### config.mk
export PLATFORM = sky130hd
export DESIGN_NAME = dsld_isqrt
export DESIGN_NICKNAME = d
export VERILOG_FILES = /design/src/dsld_isqrt.sv
export SDC_FILE = /design/constraint.sdc
export NUM_CORES = 1
export LEC_CHECK = 0
export ABC_AREA = 1
export ABC_CLOCK_PERIOD_IN_PS = 1850
export BUFFER_PORTS_ARGS = -buffer_cell sky130_fd_sc_hd__buf_2
export CORE_AREA = 2 2 254 256
export CTS_BUF_LIST = sky130_fd_sc_hd__clkbuf_4
export CTS_CLUSTER_DIAMETER = 50
export CTS_CLUSTER_SIZE = 16
export DETAILED_ROUTE_END_ITERATION = 16
export DIE_AREA = 0 0 256 258
export GPL_TIMING_DRIVEN = 0
export PLACE_DENSITY = 0.65
export SLEW_MARGIN = 20
export SYNTH_ARGS = -nofsm -noshare
export SYNTH_HDL_FRONTEND = slang
export SYNTH_SLANG_ARGS = --single-unit
export TNS_END_PERCENT = 100
### constraint.sdc
create_clock -name clk -period 1.85 [get_ports clk]
set_input_delay 0.37 -clock clk [delete_from_list [all_inputs] [get_ports clk]]
set_output_delay 0.37 -clock clk [all_outputs]
set_load 0.02 [all_outputs]
### src/dsld_isqrt.sv
// ----------------------------------------------------------------------------
// dsld_isqrt
// Pipelined integer square root, one result bit per stage, floor result.
// ----------------------------------------------------------------------------
module dsld_isqrt #(
  parameter int RW = 32
) (
  input  logic            clk,
  input  logic [RW-1:0]   rad,
  output logic [RW/2-1:0] root
);

  localparam int SQW = RW / 2;

  logic [RW-1:0] v_q [SQW];
  logic [RW-1:0] r_q [SQW];
  logic [RW-1:0] v_in [SQW];
  logic [RW-1:0] r_in [SQW];

  assign v_in[0] = rad;
  assign r_in[0] = '0;

  for (genvar i = 0; i < SQW; i++) begin : g_stage
    localparam logic [RW-1:0] BIT = RW'(1) << (RW - 2 - 2 * i);
    logic [RW-1:0] trial;
    logic [RW-1:0] v_next;
    logic [RW-1:0] r_next;

    if (i > 0) begin : g_link
      assign v_in[i] = v_q[i-1];
      assign r_in[i] = r_q[i-1];
    end

    always_comb begin
      trial = r_in[i] + BIT;
      if (v_in[i] >= trial) begin
        v_next = v_in[i] - trial;
        r_next = (r_in[i] >> 1) + BIT;
      end else begin
        v_next = v_in[i];
        r_next = r_in[i] >> 1;
      end
    end

    always_ff @(posedge clk) begin
      v_q[i] <= v_next;
      r_q[i] <= r_next;
    end
  end

  assign root = r_q[SQW-1][SQW-1:0];

endmodule

==> results.md <==
- DRC violations left: 0
- Status: finished, violations left
- Cell taking the most area after synthesis: dfxtp_1
- Post-synthesis mux area share: 0
- Setup crit start: r_q[9][21]$_DFF_P_
- Switching share of power: 0.430
- Most frequent cells after synthesis: nand2_1, dfxtp_1, inv_1
- Synth Area in Adders: 0.0681
- Port bufs: 48
- Final total power: 54.5 mW
- CTS H-tree depth: 2
- Hold Path Cell Cnt: 2
- Filler cell count: 5534
- Critical Path Start Type: register
- Average wire per standard cell: 15.3 µm
- Net Switching: 23.4 mW
- Initial antenna violation count: 3
- Post-synth EDFFs: 0
- Final worst path period need: 2.01 ns
- Leakage power: 17.1 nW
- CP most frequent cell: nand2_1
- Met1 usage: 0.270
- Gp weighted congestion: 0.949
- Placed insts: 4601
- HPWL after DPL: 53700 µm
- Routing usage on met2: 0.363
- Vias per cell: 4.91
- Initial drt markers: 1817
- Worst r2r src: r_q[9][21]$_DFF_P_
- Die Height: 258 µm
- Max-slew violation count: 0
- Crit path capture type: register
- GR Overflow Total: 0
- Worst-Skew Late Latency: 0.96 ns
- CTS clk-pin slew, worst paths: 0.14 ns
- IO Count: 49
- RSZ-0062 raised after global routing: true
- Internal power: 31.1 mW
- Most frequent cell after synthesis: nand2_1
- Design Area, Final: 35700 µm²
- Crit-path slowest cell: dfxtp_2
- Synth top area share: 0.448
- Core area: 63600 µm²
- Post-Syn Area: 27500 µm²
- Unique cell type count in the Yosys netlist: 52
- Sequential share of power: 0.367
- Hold crit path type: input port to register
- Reg-to-Reg End: v_q[1][80]$_DFF_P_
- Crit-path max cell delay: 0.36 ns
- Power density cells: 1530 nW/µm²
- First-pass GRT wire length: 113000 µm
- FMAX: 499 MHz
- Worst hold path endpoint: v_q[0][17]$_DFF_P_
- GRT busiest layer: met2
- Tightest Pin Transition: 0.470 ns
- Largest net degree at the start of global routing: 19
- Syn avg cell area: 7.45 µm²
- CP top delay family: simple AND/OR/NAND/NOR gates
- Root buf cell: clkbuf_4
- Async S/R FF share, synth: 0
- Mapped Cells: 3698
- Drt total wl: 75600 µm
- Crit Path Class: register to register
- Hold_sp: rad[17]
- Share of layout cells above drive strength 1: 0.293
- Final Cycle Share: 1.08
- Synth warn: 0
- Bufs on Longest Clock Path: 3
- Routed Antenna Nets: 0
- Clock skew: 0.0811 ns
- Synth Area in XOR/XNOR: 0.0334
- Final non-filler cell total: 4955
- Synth Net Count: 3881
- Core Util, Final: 0.561
- Clock power frac: 0.137
- Relative slew slack: 0.685
- Fin nets: 4240
- Worst hold margin: 0.0911 ns
- P&R area growth vs syn: 29.7%
- TritonCTS buffer count: 59
- Total clock sinks: 616
- Via count: 24300
- CTS tree: built
- Seq/Total Area, Yosys: 0.448
- R2r worst-path depth: 10
- Worst Path Required: 2.65 ns
- FF-to-FF setup slack: -0.16 ns
- Number of global-route vias before repair: 22500
- Worst setup margin: -0.156 ns
- Failing checks: setup timing
- Worst Path Max Fanout: 10
- Combinational group share of total power: 0.496
- CP cell instances: inv_2 > ha_4 > a21oi_1 > nand2_1 > o21bai_1 > nor2_2 > nand3_4 > buf_6 > nand2_1 > nand2_1
- Initial DRT Pass Iterations: 6
- Area contributors post-synth: dfxtp_1, nand2_1, inv_1
- Post-Synth Simple-Gate Area: 0.301
- Met3 Use GR: 0.0335
- Total of max-cap violations: 0
- GRT Resource Usage Total: 0.211
- Yosys reg bits: 616
- # rows: 93
- Synth Area in Compound Gates: 0.0640
- DIE AREA: 66000 µm²
- Starting density of the core: 0.433
- Peak supply drop: 0.000864 V
- Final setup fails: 120
- Crit path buf inv count: 2
- Die Span X: 256 µm
- Final hold vios: 0
- Dpl cell area: 28900 µm²
- Worst Path Arrival: 2.81 ns
- Ys flop type: dfxtp_1
- Largest family of logic cells by synthesized area: simple AND/OR/NAND/NOR gates
## logic make-up after synthesis
kind of cell,count (synthesis)
AO/OA/AOI/OAI,290
AND/OR/NAND/NOR,1945
flip-flops,616
XOR/XNOR,105
adder cells (fa/ha/maj),150
buffers and inverters,592
## placed cells by master (no fill, tap or decap), types with 26 or more instances in the layout
| cell type | netlist | routed |
|---|---|---|
| dfxtp_2 | 0 | 147 |
| inv_2 | 11 | 59 |
| nand2_1 | 1140 | 935 |
| o21ai_0 | 80 | 49 |
| o21ai_1 | 12 | 34 |
| ha_1 | 150 | 50 |
| buf_6 | 12 | 44 |
| nand2_2 | 10 | 152 |
| nor2_1 | 348 | 301 |
| nand3_1 | 209 | 183 |
| nand2_4 | 2 | 65 |
| nor2_2 | 18 | 30 |
| buf_2 | 9 | 35 |
| xnor2_1 | 35 | 35 |
| nand3b_1 | 34 | 34 |
| ha_4 | 0 | 97 |
| clkbuf_4 | 0 | 63 |
| nand4_1 | 68 | 68 |
| inv_1 | 550 | 487 |
| dlygate4sd3_1 | 0 | 36 |
| nor2_4 | 6 | 41 |
| nor3_1 | 43 | 36 |
| a21oi_4 | 1 | 26 |
| xor2_1 | 70 | 69 |
| buf_4 | 5 | 179 |
| a21oi_1 | 111 | 56 |
| a21oi_2 | 49 | 79 |
| dfxtp_1 | 616 | 465 |
## worst max-delay path by stage
stage | to | slack, ns | depth (start not counted)
4_1_cts | v_q[1][85]$_DFF_P_ | -0.17 | 13
3_3_place_gp | v_q[1][91]$_DFF_P_ | -0.88 | 11
2_1_floorplan | v_q[1][81]$_DFF_P_ | 0.09 | 13
5_1_grt | v_q[1][116]$_DFF_P_ | -0.22 | 14
6_report | v_q[1][80]$_DFF_P_ | -0.16 | 10
3_5_place_dp | v_q[1][91]$_DFF_P_ | -0.87 | 11
## registers in the layout, indices dropped and copies added, names as in the netlist
name,cells
r_q,136
v_q,480
## area by class of cell
class	count	area [µm²]	share of cell area
Timing Repair Buffer	298	2590	0.0726
Sequential cell	616	12500	0.351
Clock inverter	35	462	0.0129
Clock buffer	63	473	0.0132
Inverter	565	2190	0.0614
Buffer	27	414	0.0116
Antenna cell	6	15.0	0.000420
Multi-Input combinational cell	2490	16000	0.447
Tap cell	855	1070	0.0299
## what timing repair did
action / CTS / global route
gates cloned: 8 / 10
hold buffers: 35 / 1
pin swaps: 88 / 168
hold endpoints to repair: 33 / 1
setup endpoints to repair: 241 / 249
resized for setup: 494 / 512
buffers inserted: 113 / 87
## metal layers
layer,routed length [µm],vias up
met5,0,-
met4,2330,0
met3,4060,166
met2,36200,657
met1,33000,11200
li1,-,12300
## power by group through the flow
stage	Clock (mW)	Combinational [mW]	Sequential (mW)
after floorplan	0	15.0	18.4
after global placement	0	18.8	19.6
after detailed placement	0	18.9	19.6
after CTS	7.70	22.6	19.8
after global routing	8.22	29.6	20.3
final	7.46	27.0	20.0
## metrics by stage
step | TNS (ns) | setup WS, ns
floorplan | 0 | 0.0879
global placement | -64.29 | -0.882
detailed placement | -63.69 | -0.870
CTS | -5.42 | -0.169
global route | -18.18 | -0.222
finish | -9.26 | -0.156
Note: power is estimated with default switching activity, not from simulation.
