[src/dsld_div.sv]
// ----------------------------------------------------------------------------
// dsld_div
// Pipelined restoring divider for num <= den, one quotient bit per stage.
// ----------------------------------------------------------------------------
module dsld_div #(
  parameter int QW = 15
) (
  input  logic          clk,
  input  logic [15:0]   num,
  input  logic [15:0]   den,
  output logic [QW-1:0] quo
);

  logic [15:0]   r_q [QW];
  logic [15:0]   d_q [QW];
  logic [QW-1:0] q_q [QW];

  for (genvar i = 0; i < QW; i++) begin : g_stage
    logic [16:0]   r_in;
    logic [15:0]   d_in;
    logic [QW-1:0] q_in;
    logic          take;

    if (i == 0) begin : g_first
      assign r_in = {1'b0, num};
      assign d_in = den;
      assign q_in = '0;
    end else begin : g_next
      assign r_in = {r_q[i-1], 1'b0};
      assign d_in = d_q[i-1];
      assign q_in = q_q[i-1];
    end

    assign take = (r_in >= {1'b0, d_in});

    always_ff @(posedge clk) begin
      r_q[i] <= take ? 16'(r_in - {1'b0, d_in}) : r_in[15:0];
      d_q[i] <= d_in;
      q_q[i] <= (q_in << 1) | QW'(take);
    end
  end

  assign quo = q_q[QW-1];

endmodule

[config.mk]
export PLATFORM = sky130hd
export DESIGN_NAME = dsld_div
export DESIGN_NICKNAME = d
export VERILOG_FILES = /design/src/dsld_div.sv
export SDC_FILE = /design/constraint.sdc
export NUM_CORES = 1
export LEC_CHECK = 0
export ABC_CLOCK_PERIOD_IN_PS = 4100
export BUFFER_PORTS_ARGS = -buffer_cell sky130_fd_sc_hd__buf_2
export CORE_UTILIZATION = 43
export CTS_BUF_LIST = sky130_fd_sc_hd__clkbuf_8 sky130_fd_sc_hd__clkbuf_16
export CTS_CLUSTER_DIAMETER = 120
export CTS_CLUSTER_SIZE = 30
export DETAILED_ROUTE_END_ITERATION = 10
export GPL_TIMING_DRIVEN = 0
export SYNTH_ARGS = -nofsm -noshare
export SYNTH_HDL_FRONTEND = slang
export SYNTH_SLANG_ARGS = --single-unit
[constraint.sdc]
create_clock -name clk -period 4.1 [get_ports clk]
set_clock_uncertainty 0.2 [all_clocks]
set_input_delay 0.205 -clock clk [delete_from_list [all_inputs] [get_ports clk]]
set_output_delay 0.205 -clock clk [all_outputs]
set_load 0.1 [all_outputs]
==> summary.txt, run 1 <==
Placement
  – Final RePlAce weighted congestion: 0.9254
  – Placed instance count: 3379
  – Hpwl dp: 40.58 mm
  – Port Buffer Count: 47

Power
  – Net Sw Power: 9.094 mW
  – PwrDens: 842.4 mW/mm^2
  – Clock power share: 11.4%
  – Reg power frac: 36.9%
  – Leakage: 12.34 nW
  – Combinational share of power: 51.7%
  – Max VDD drop: 0.5218 mV
  – Switching share of power: 40.15%
  – Internal power: 13.56 mW

Clock network
  – Clock Tree Buf Depth: 3
  – Worst-path clk slew: 110 ps
  – Clock root buffer: clkbuf_16
  – Clock latency on the worst-skew pair: 580 ps
  – CTS buffer count: 22
  – Setup Fix Bufs, Post-CTS: 0
  – CTS tree: done
  – H-tree Lvls: 1
  – TritonCTS Sinks: 568

Worst setup path
  – R2R Path Start: d_q[0][81]
  – Worst Setup End Kind: register
  – Delay-heaviest family, CP: compound AO/OA/AOI/OAI gates
  – CP cell instances: inv_1, ha_1, nor2b_1, o21ai_0, a21boi_0, o21a_1, o31ai_1, a211o_1, a31oi_2, buf_2, mux2_2
  – Critical Path RT: 4360 ps
  – CP arrival: 3950 ps
  – Crit path max fanout: 10
  – R2R setup slack: 410 ps
  – Buf/Inv on CP: 2
  – Worst R2R End: r_q[0][108]
  – Startpoint types: register
  – Critical setup path kind: register to register
  – R2R depth: 11
  – CP Launch Point: d_q[0][81]
  – Slowest cell on crit path: a31oi_2
  – Crit-path max cell delay: 600 ps

Synthesis
  – Synth Area per Inst: 9.630 sq um
  – Cell area after synthesis: 0.02481 sq mm
  – Register area share after synthesis: 45.84%
  – Mapped Nets: 2862
  – Synth area leaders: dfxtp_1 46%, ha_1 12%, inv_1 4.7%, mux2_2 3.9%, o21ai_0 3.5%
  – Yosys cell types: 68
  – Top-area cell type share of the netlist area: 45.84%
  – Most common library cells after synthesis: 568 x dfxtp_1, 310 x inv_1, 239 x ha_1
  – Yosys top cell by area: dfxtp_1
  – Async set-or-reset flop fraction in the synthesized netlist: 0%
  – YS warnings: 0
  – Cells after Synth: 2576
  – Top FF cell, synth: dfxtp_1
  – Most frequent cell after synthesis: dfxtp_1
  – Flops & latches, synth: 568
  – Post-synth EDFFs: 0

Layout
  – Final nets: 2965
  – Final Non-Filler Cells: 3436
  – Fin util: 47.42%
  – Area grow syn2layout: 8.403%
  – Layout cells sized above 1: 7.130%

Worst hold path
  – Hold EP: d_q[0][15]
  – Hold Path Stages: 2
  – Hold_sp: den[15]
  – Min-Delay Path Class: input pin to register

Global route
  – First-pass GRT wire length: 86.20 mm
  – Global Route Usage Sum: 17.52%
  – Initial antenna violation count: 1
  – Vias in the first global route: 17580
  – GRT overflow: 0
  – Largest net degree at the start of global routing: 31

Timing
  – # setup viols final: 0
  – TNS Setup: 0 ps
  – Final period utilization: 89.94%
  – Unrepaired setup endpoints after global routing: no
  – Slew @ Worst Pin: 877.6 ps
  – Hold Slack: 89.40 ps
  – Final Critical Period: 3688 ps
  – Max Fclk: 271.2 MHz
  – Count of pins over their slew limit: 0
  – Slew margin rel.: 41.14%
  – Final Hold Vio Count: 0

Drt
  – Post-route ant nets: 0
  – Final wirelength: 51.16 mm
  – Vias per cell: 5.151
  – TritonRoute pass-1 iters: 7
  – Initial drt markers: 1094
  – Routed WL per cell: 14.89 microns
  – Vias: 17700
  – Drc violations: 0

Die
  – Chip width: 242.2 microns
  – Core Region: 0.05671 sq mm
  – Die area: 0.05865 sq mm
  – Site Rows: 87
  – Die Ht: 242.2 microns
  – I/O pins: 48
  – Initial core utilization: 43.74%

Job
  – Maximum Capacitance Violations: 0

Outcome
  – Outcome: complete, no violations
==> power by group through the flow <==
stage / clock, mW / sequential (mW) / combinational (mW)
detailed placement: 0 / 8.52 / 11.6
global route: 2.92 / 8.57 / 13.1
floorplan: 0 / 8.62 / 8.76
finish: 2.57 / 8.36 / 11.7
CTS: 2.71 / 8.40 / 11.7
global placement: 0 / 8.49 / 11.3
==> per-layer routing <==
metal	part of all wire, %	vias to the layer above	global-route usage, %
met5	0	-	0
met4	1.7	0	3.574
met3	4.2	56	1.961
met2	48	317	30.75
met1	46	8324	23.11
li1	-	9001	-
==> kinds of logic after synthesis <==
group	after synthesis	synth area share (%)
fa+ha+maj	253	13.18
compound gates	588	14.98
xor+xnor	150	5.296
simple gates	573	11.02
mux	95	4.277
buf+inv	349	5.412
flops	568	45.84
==> registers in the layout, summed over array words and instances (netlist names) <==
name,count
r_q,224
d_q,224
q_q,120
==> cell usage in the layout (no fill, tap or decap), types with 15 or more instances in the layout <==
| master | n |
|---|---|
| dfxtp_1 | 568 |
| inv_1 | 310 |
| ha_1 | 239 |
| nand2_1 | 182 |
| o21ai_0 | 173 |
| a21oi_1 | 150 |
| nor2_1 | 129 |
| xnor2_1 | 87 |
| mux2_2 | 86 |
| xor2_1 | 63 |
| buf_2 | 55 |
| nor3_1 | 53 |
| a21o_1 | 47 |
| nor2b_1 | 44 |
| o21a_1 | 43 |
| nand3_1 | 37 |
| dlygate4sd3_1 | 32 |
| nand4_1 | 31 |
| nand2b_1 | 30 |
| clkbuf_1 | 27 |
| o31ai_1 | 23 |
| clkbuf_16 | 22 |
| a211oi_1 | 20 |
| o31a_1 | 15 |
| o211ai_1 | 15 |
| or3_1 | 15 |
==> worst max-delay path by stage <==
stage                       end  slack [ps]  cells past startpoint
floorplan            r_q[0][51]        1040                     11
global placement    r_q[0][107]         430                     11
detailed placement  r_q[0][108]         400                     11
CTS                 r_q[0][108]         380                     11
global route         r_q[0][72]         140                     13
finish              r_q[0][108]         410                     11
==> final cells by class <==
class                   count  area (sq um)
well taps                 756         945.9
diodes                      1         2.502
fillers                  5331         29820
flip-flops and latches    568         11370
repair buffers             79         555.5
multi-input cells        1659         12090
clock inverters             1         16.27
clock buffers              23         564.3
plain buffers              39         178.9
inverters                 310          1164
==> what timing repair did <==
item	CTS	global route
hold buffers	32	0
resized for setup	0	0
hold endpoints to repair	32	0
==> stage by stage <==
stage	instance area (sq um)	setup slack [ps]	power, mW
3_5_place_dp	25990	397.9	20.11
3_3_place_gp	25990	427.3	19.82
5_1_grt	26890	142.9	24.64
2_1_floorplan	24810	1040	17.38
6_report	26890	412.4	22.65
4_1_cts	26890	380.7	22.80
(Power assumes the default switching activity.)
==> inputs of run 2 (changes only) <==
==> constraint.sdc (replaced) <==
create_clock -name clk -period 4.1 [get_ports clk]
set_clock_uncertainty 0.2 [all_clocks]
set_input_delay 0.41 -clock clk [delete_from_list [all_inputs] [get_ports clk]]
set_output_delay 0.41 -clock clk [all_outputs]
set_load 0.1 [all_outputs]
==> run 2 against run 1 <==
  * Critical path depth stayed put
  * Global-route usage unchanged
  * Worst hold slack better by 26 ps
  * Flip-flop and latch count did not move
  * Via count decreased by 0.19%
  * Maximum frequency about the same
  * Sequential share of layout area hardly changed
  * Non-clock buffer count unchanged
  * Largest power group unchanged
==> summary.txt, run 2 (synthesis results as in run 1) <==
Clock network
  – Worst-path clk slew: 110 ps (about the same)
  – TritonCTS Sinks: 568 (unchanged)
  – Setup Fix Bufs, Post-CTS: 0 (unchanged)
  – Clock Tree Buf Depth: 3 (unchanged)
  – CTS buffer count: 22 (unchanged)
  – Clock root buffer: clkbuf_16
  – H-tree Lvls: 1 (unchanged)
  – CTS tree: done
  – Clock latency on the worst-skew pair: 580 ps (about the same)

Timing
  – Hold Slack: 115.3 ps (+25.88 ps)
  – Final period utilization: 90.02% (about the same)
  – Final Critical Period: 3691 ps (+3.114 ps)
  – Final Hold Vio Count: 0 (unchanged)
  – Slew @ Worst Pin: 817.4 ps (-60.21 ps)
  – Slew margin rel.: 45.18% (+4.0 points)
  – Max Fclk: 270.9 MHz (about the same)
  – # setup viols final: 0 (unchanged)
  – TNS Setup: 0 ps (unchanged)
  – Count of pins over their slew limit: 0 (unchanged)
  – Setup ws final: 409.3 ps (-3.114 ps)
  – Unrepaired setup endpoints after global routing: no

Worst setup path
  – R2R setup slack: 410 ps (about the same)
  – Crit path max fanout: 10 (unchanged)
  – R2R Path Start: d_q[0][81]
  – CP Launch Point: d_q[0][81]
  – Critical Path RT: 4360 ps (about the same)
  – CP arrival: 3950 ps (about the same)
  – Startpoint types: register
  – Worst R2R End: r_q[0][108]
  – Critical setup path kind: register to register
  – R2R depth: 11 (unchanged)
  – Worst Setup End Kind: register

Drt
  – Final wirelength: 51.10 mm (-0.11%)
  – Vias: 17660 (-0.19%)
  – Routed WL per cell: 14.87 microns (-0.11%)
  – Post-route ant nets: 0 (unchanged)
  – Drc violations: 0 (unchanged)
  – Initial drt markers: 1085 (-0.82%)
  – TritonRoute pass-1 iters: 5 (-2)
  – Vias per cell: 5.141 (-0.19%)

Placement
  – Final RePlAce weighted congestion: 0.9254 (unchanged)
  – Port Buffer Count: 47 (unchanged)
  – Hpwl dp: 40.58 mm (unchanged)
  – Place WS: 255.9 ps (-142.0 ps)

Power
  – PwrDens: 842.3 mW/mm^2 (about the same)
  – Max VDD drop: 0.5215 mV (about the same)
  – Leakage: 12.34 nW (about the same)
  – Final Power: 22.66 mW (about the same)

Global route
  – GRT overflow: 0 (unchanged)
  – Global Route Usage Sum: 17.52% (unchanged)
  – Vias in the first global route: 17580 (unchanged)
  – First-pass GRT wire length: 86.20 mm (unchanged)
  – Initial antenna violation count: 1 (unchanged)
  – Largest net degree at the start of global routing: 31 (unchanged)

Job
  – Maximum Capacitance Violations: 0 (unchanged)

Die
  – Die Ht: 242.2 microns (unchanged)
  – Core Region: 0.05671 sq mm (unchanged)
  – Site Rows: 87 (unchanged)
  – Die area: 0.05865 sq mm (unchanged)
  – Initial core utilization: 43.74% (unchanged)
  – I/O pins: 48 (unchanged)
  – Chip width: 242.2 microns (unchanged)

Layout
  – Regs by FF count: d_q: 224 flops, r_q: 224 flops, q_q: 120 flops
  – Area grow syn2layout: 8.438% (about the same)
  – Final nets: 2965 (unchanged)
  – Layout cells sized above 1: 7.130% (unchanged)
  – Most frequent cells in the layout: 568 x dfxtp_1, 310 x inv_1, 239 x ha_1
  – Most common cell after layout, fill and taps aside: dfxtp_1

Outcome
  – Outcome: complete, no violations

Worst hold path
  – Hold EP: q_q[7][6]
  – Hold Path Stages: 0 (-2)
  – Hold_sp: q_q[6][5]
  – Min-Delay Path Class: register to register
[run 2: cell counts in the layout (fill, tap and decap cells not counted)]
No cell type changed its count.
[run 2: layout make-up]
type / count / area, sq um
clock inverter: 1 / 16.27
clock buffer: 23 / 564.3
antenna: 1 / 2.502
fill: 5331 / 29810
buffer: 39 / 178.9
inverter: 310 / 1164
timing repair buffer: 79 / 555.5
multi-input combinational: 1659 / 12100
sequential: 568 / 11370
tap: 756 / 945.9
[run 2: per-stage QoR]
step | std cells | instance area [sq um] | util (%)
2_1_floorplan | 2576 | 24810 | -
3_3_place_gp | 3379 | 25990 | 45.82
3_5_place_dp | 3379 | 25990 | 45.82
4_1_cts | 3435 | 26890 | 47.41
5_1_grt | 3435 | 26900 | 47.43
6_report | 3436 | 26900 | 47.43
[run 2: worst max path at each step]
stage / slack [ps] / cells past startpoint / endpoint
floorplan: 1040 / 11 / r_q[0][51]
detailed placement: 260 / 14 / r_q[0][1]
global placement: 300 / 14 / r_q[0][13]
global route: 140 / 13 / r_q[0][72]
CTS: 320 / 15 / r_q[0][1]
finish: 410 / 11 / r_q[0][108]
[run 2: worst max-delay path, stage by stage, from the launching register on]
cell and delay [ps]:
dfxtp_1 380, inv_1 60, ha_1 280, nor2b_1 130
o21ai_0 100, a21boi_0 360, o21a_1 260, o31ai_1 110
a211o_1 310, a31oi_2 600, buf_2 420, mux2_2 380
[run 2: where the power goes]
group / leakage, nW / total [mW] / switching (mW) / internal [mW]
sequential: 4.79 / 8.36 / 0.923 / 7.44
clock: 0.285 / 2.58 / 1.58 / 0.998
combinational: 7.27 / 11.7 / 6.60 / 5.12
total: 12.3 / 22.7 / 9.10 / 13.6
[run 2: routing by layer]
layer | vias up | track usage, % | share of wire [%]
li1 | 9000 | - | -
met1 | 8308 | 23.11 | 46
met2 | 298 | 30.75 | 48
met3 | 58 | 1.961 | 3.9
met4 | 0 | 3.574 | 1.7
met5 | - | 0 | 0
[run 2: repair_timing]
| item | 4_1_cts | 5_1_grt |
|---|---|---|
| gates resized for setup | 0 | 1 |
| setup endpoints to repair | 0 | 1 |
| hold buffers | 32 | 0 |
| hold endpoints to repair | 32 | 0 |
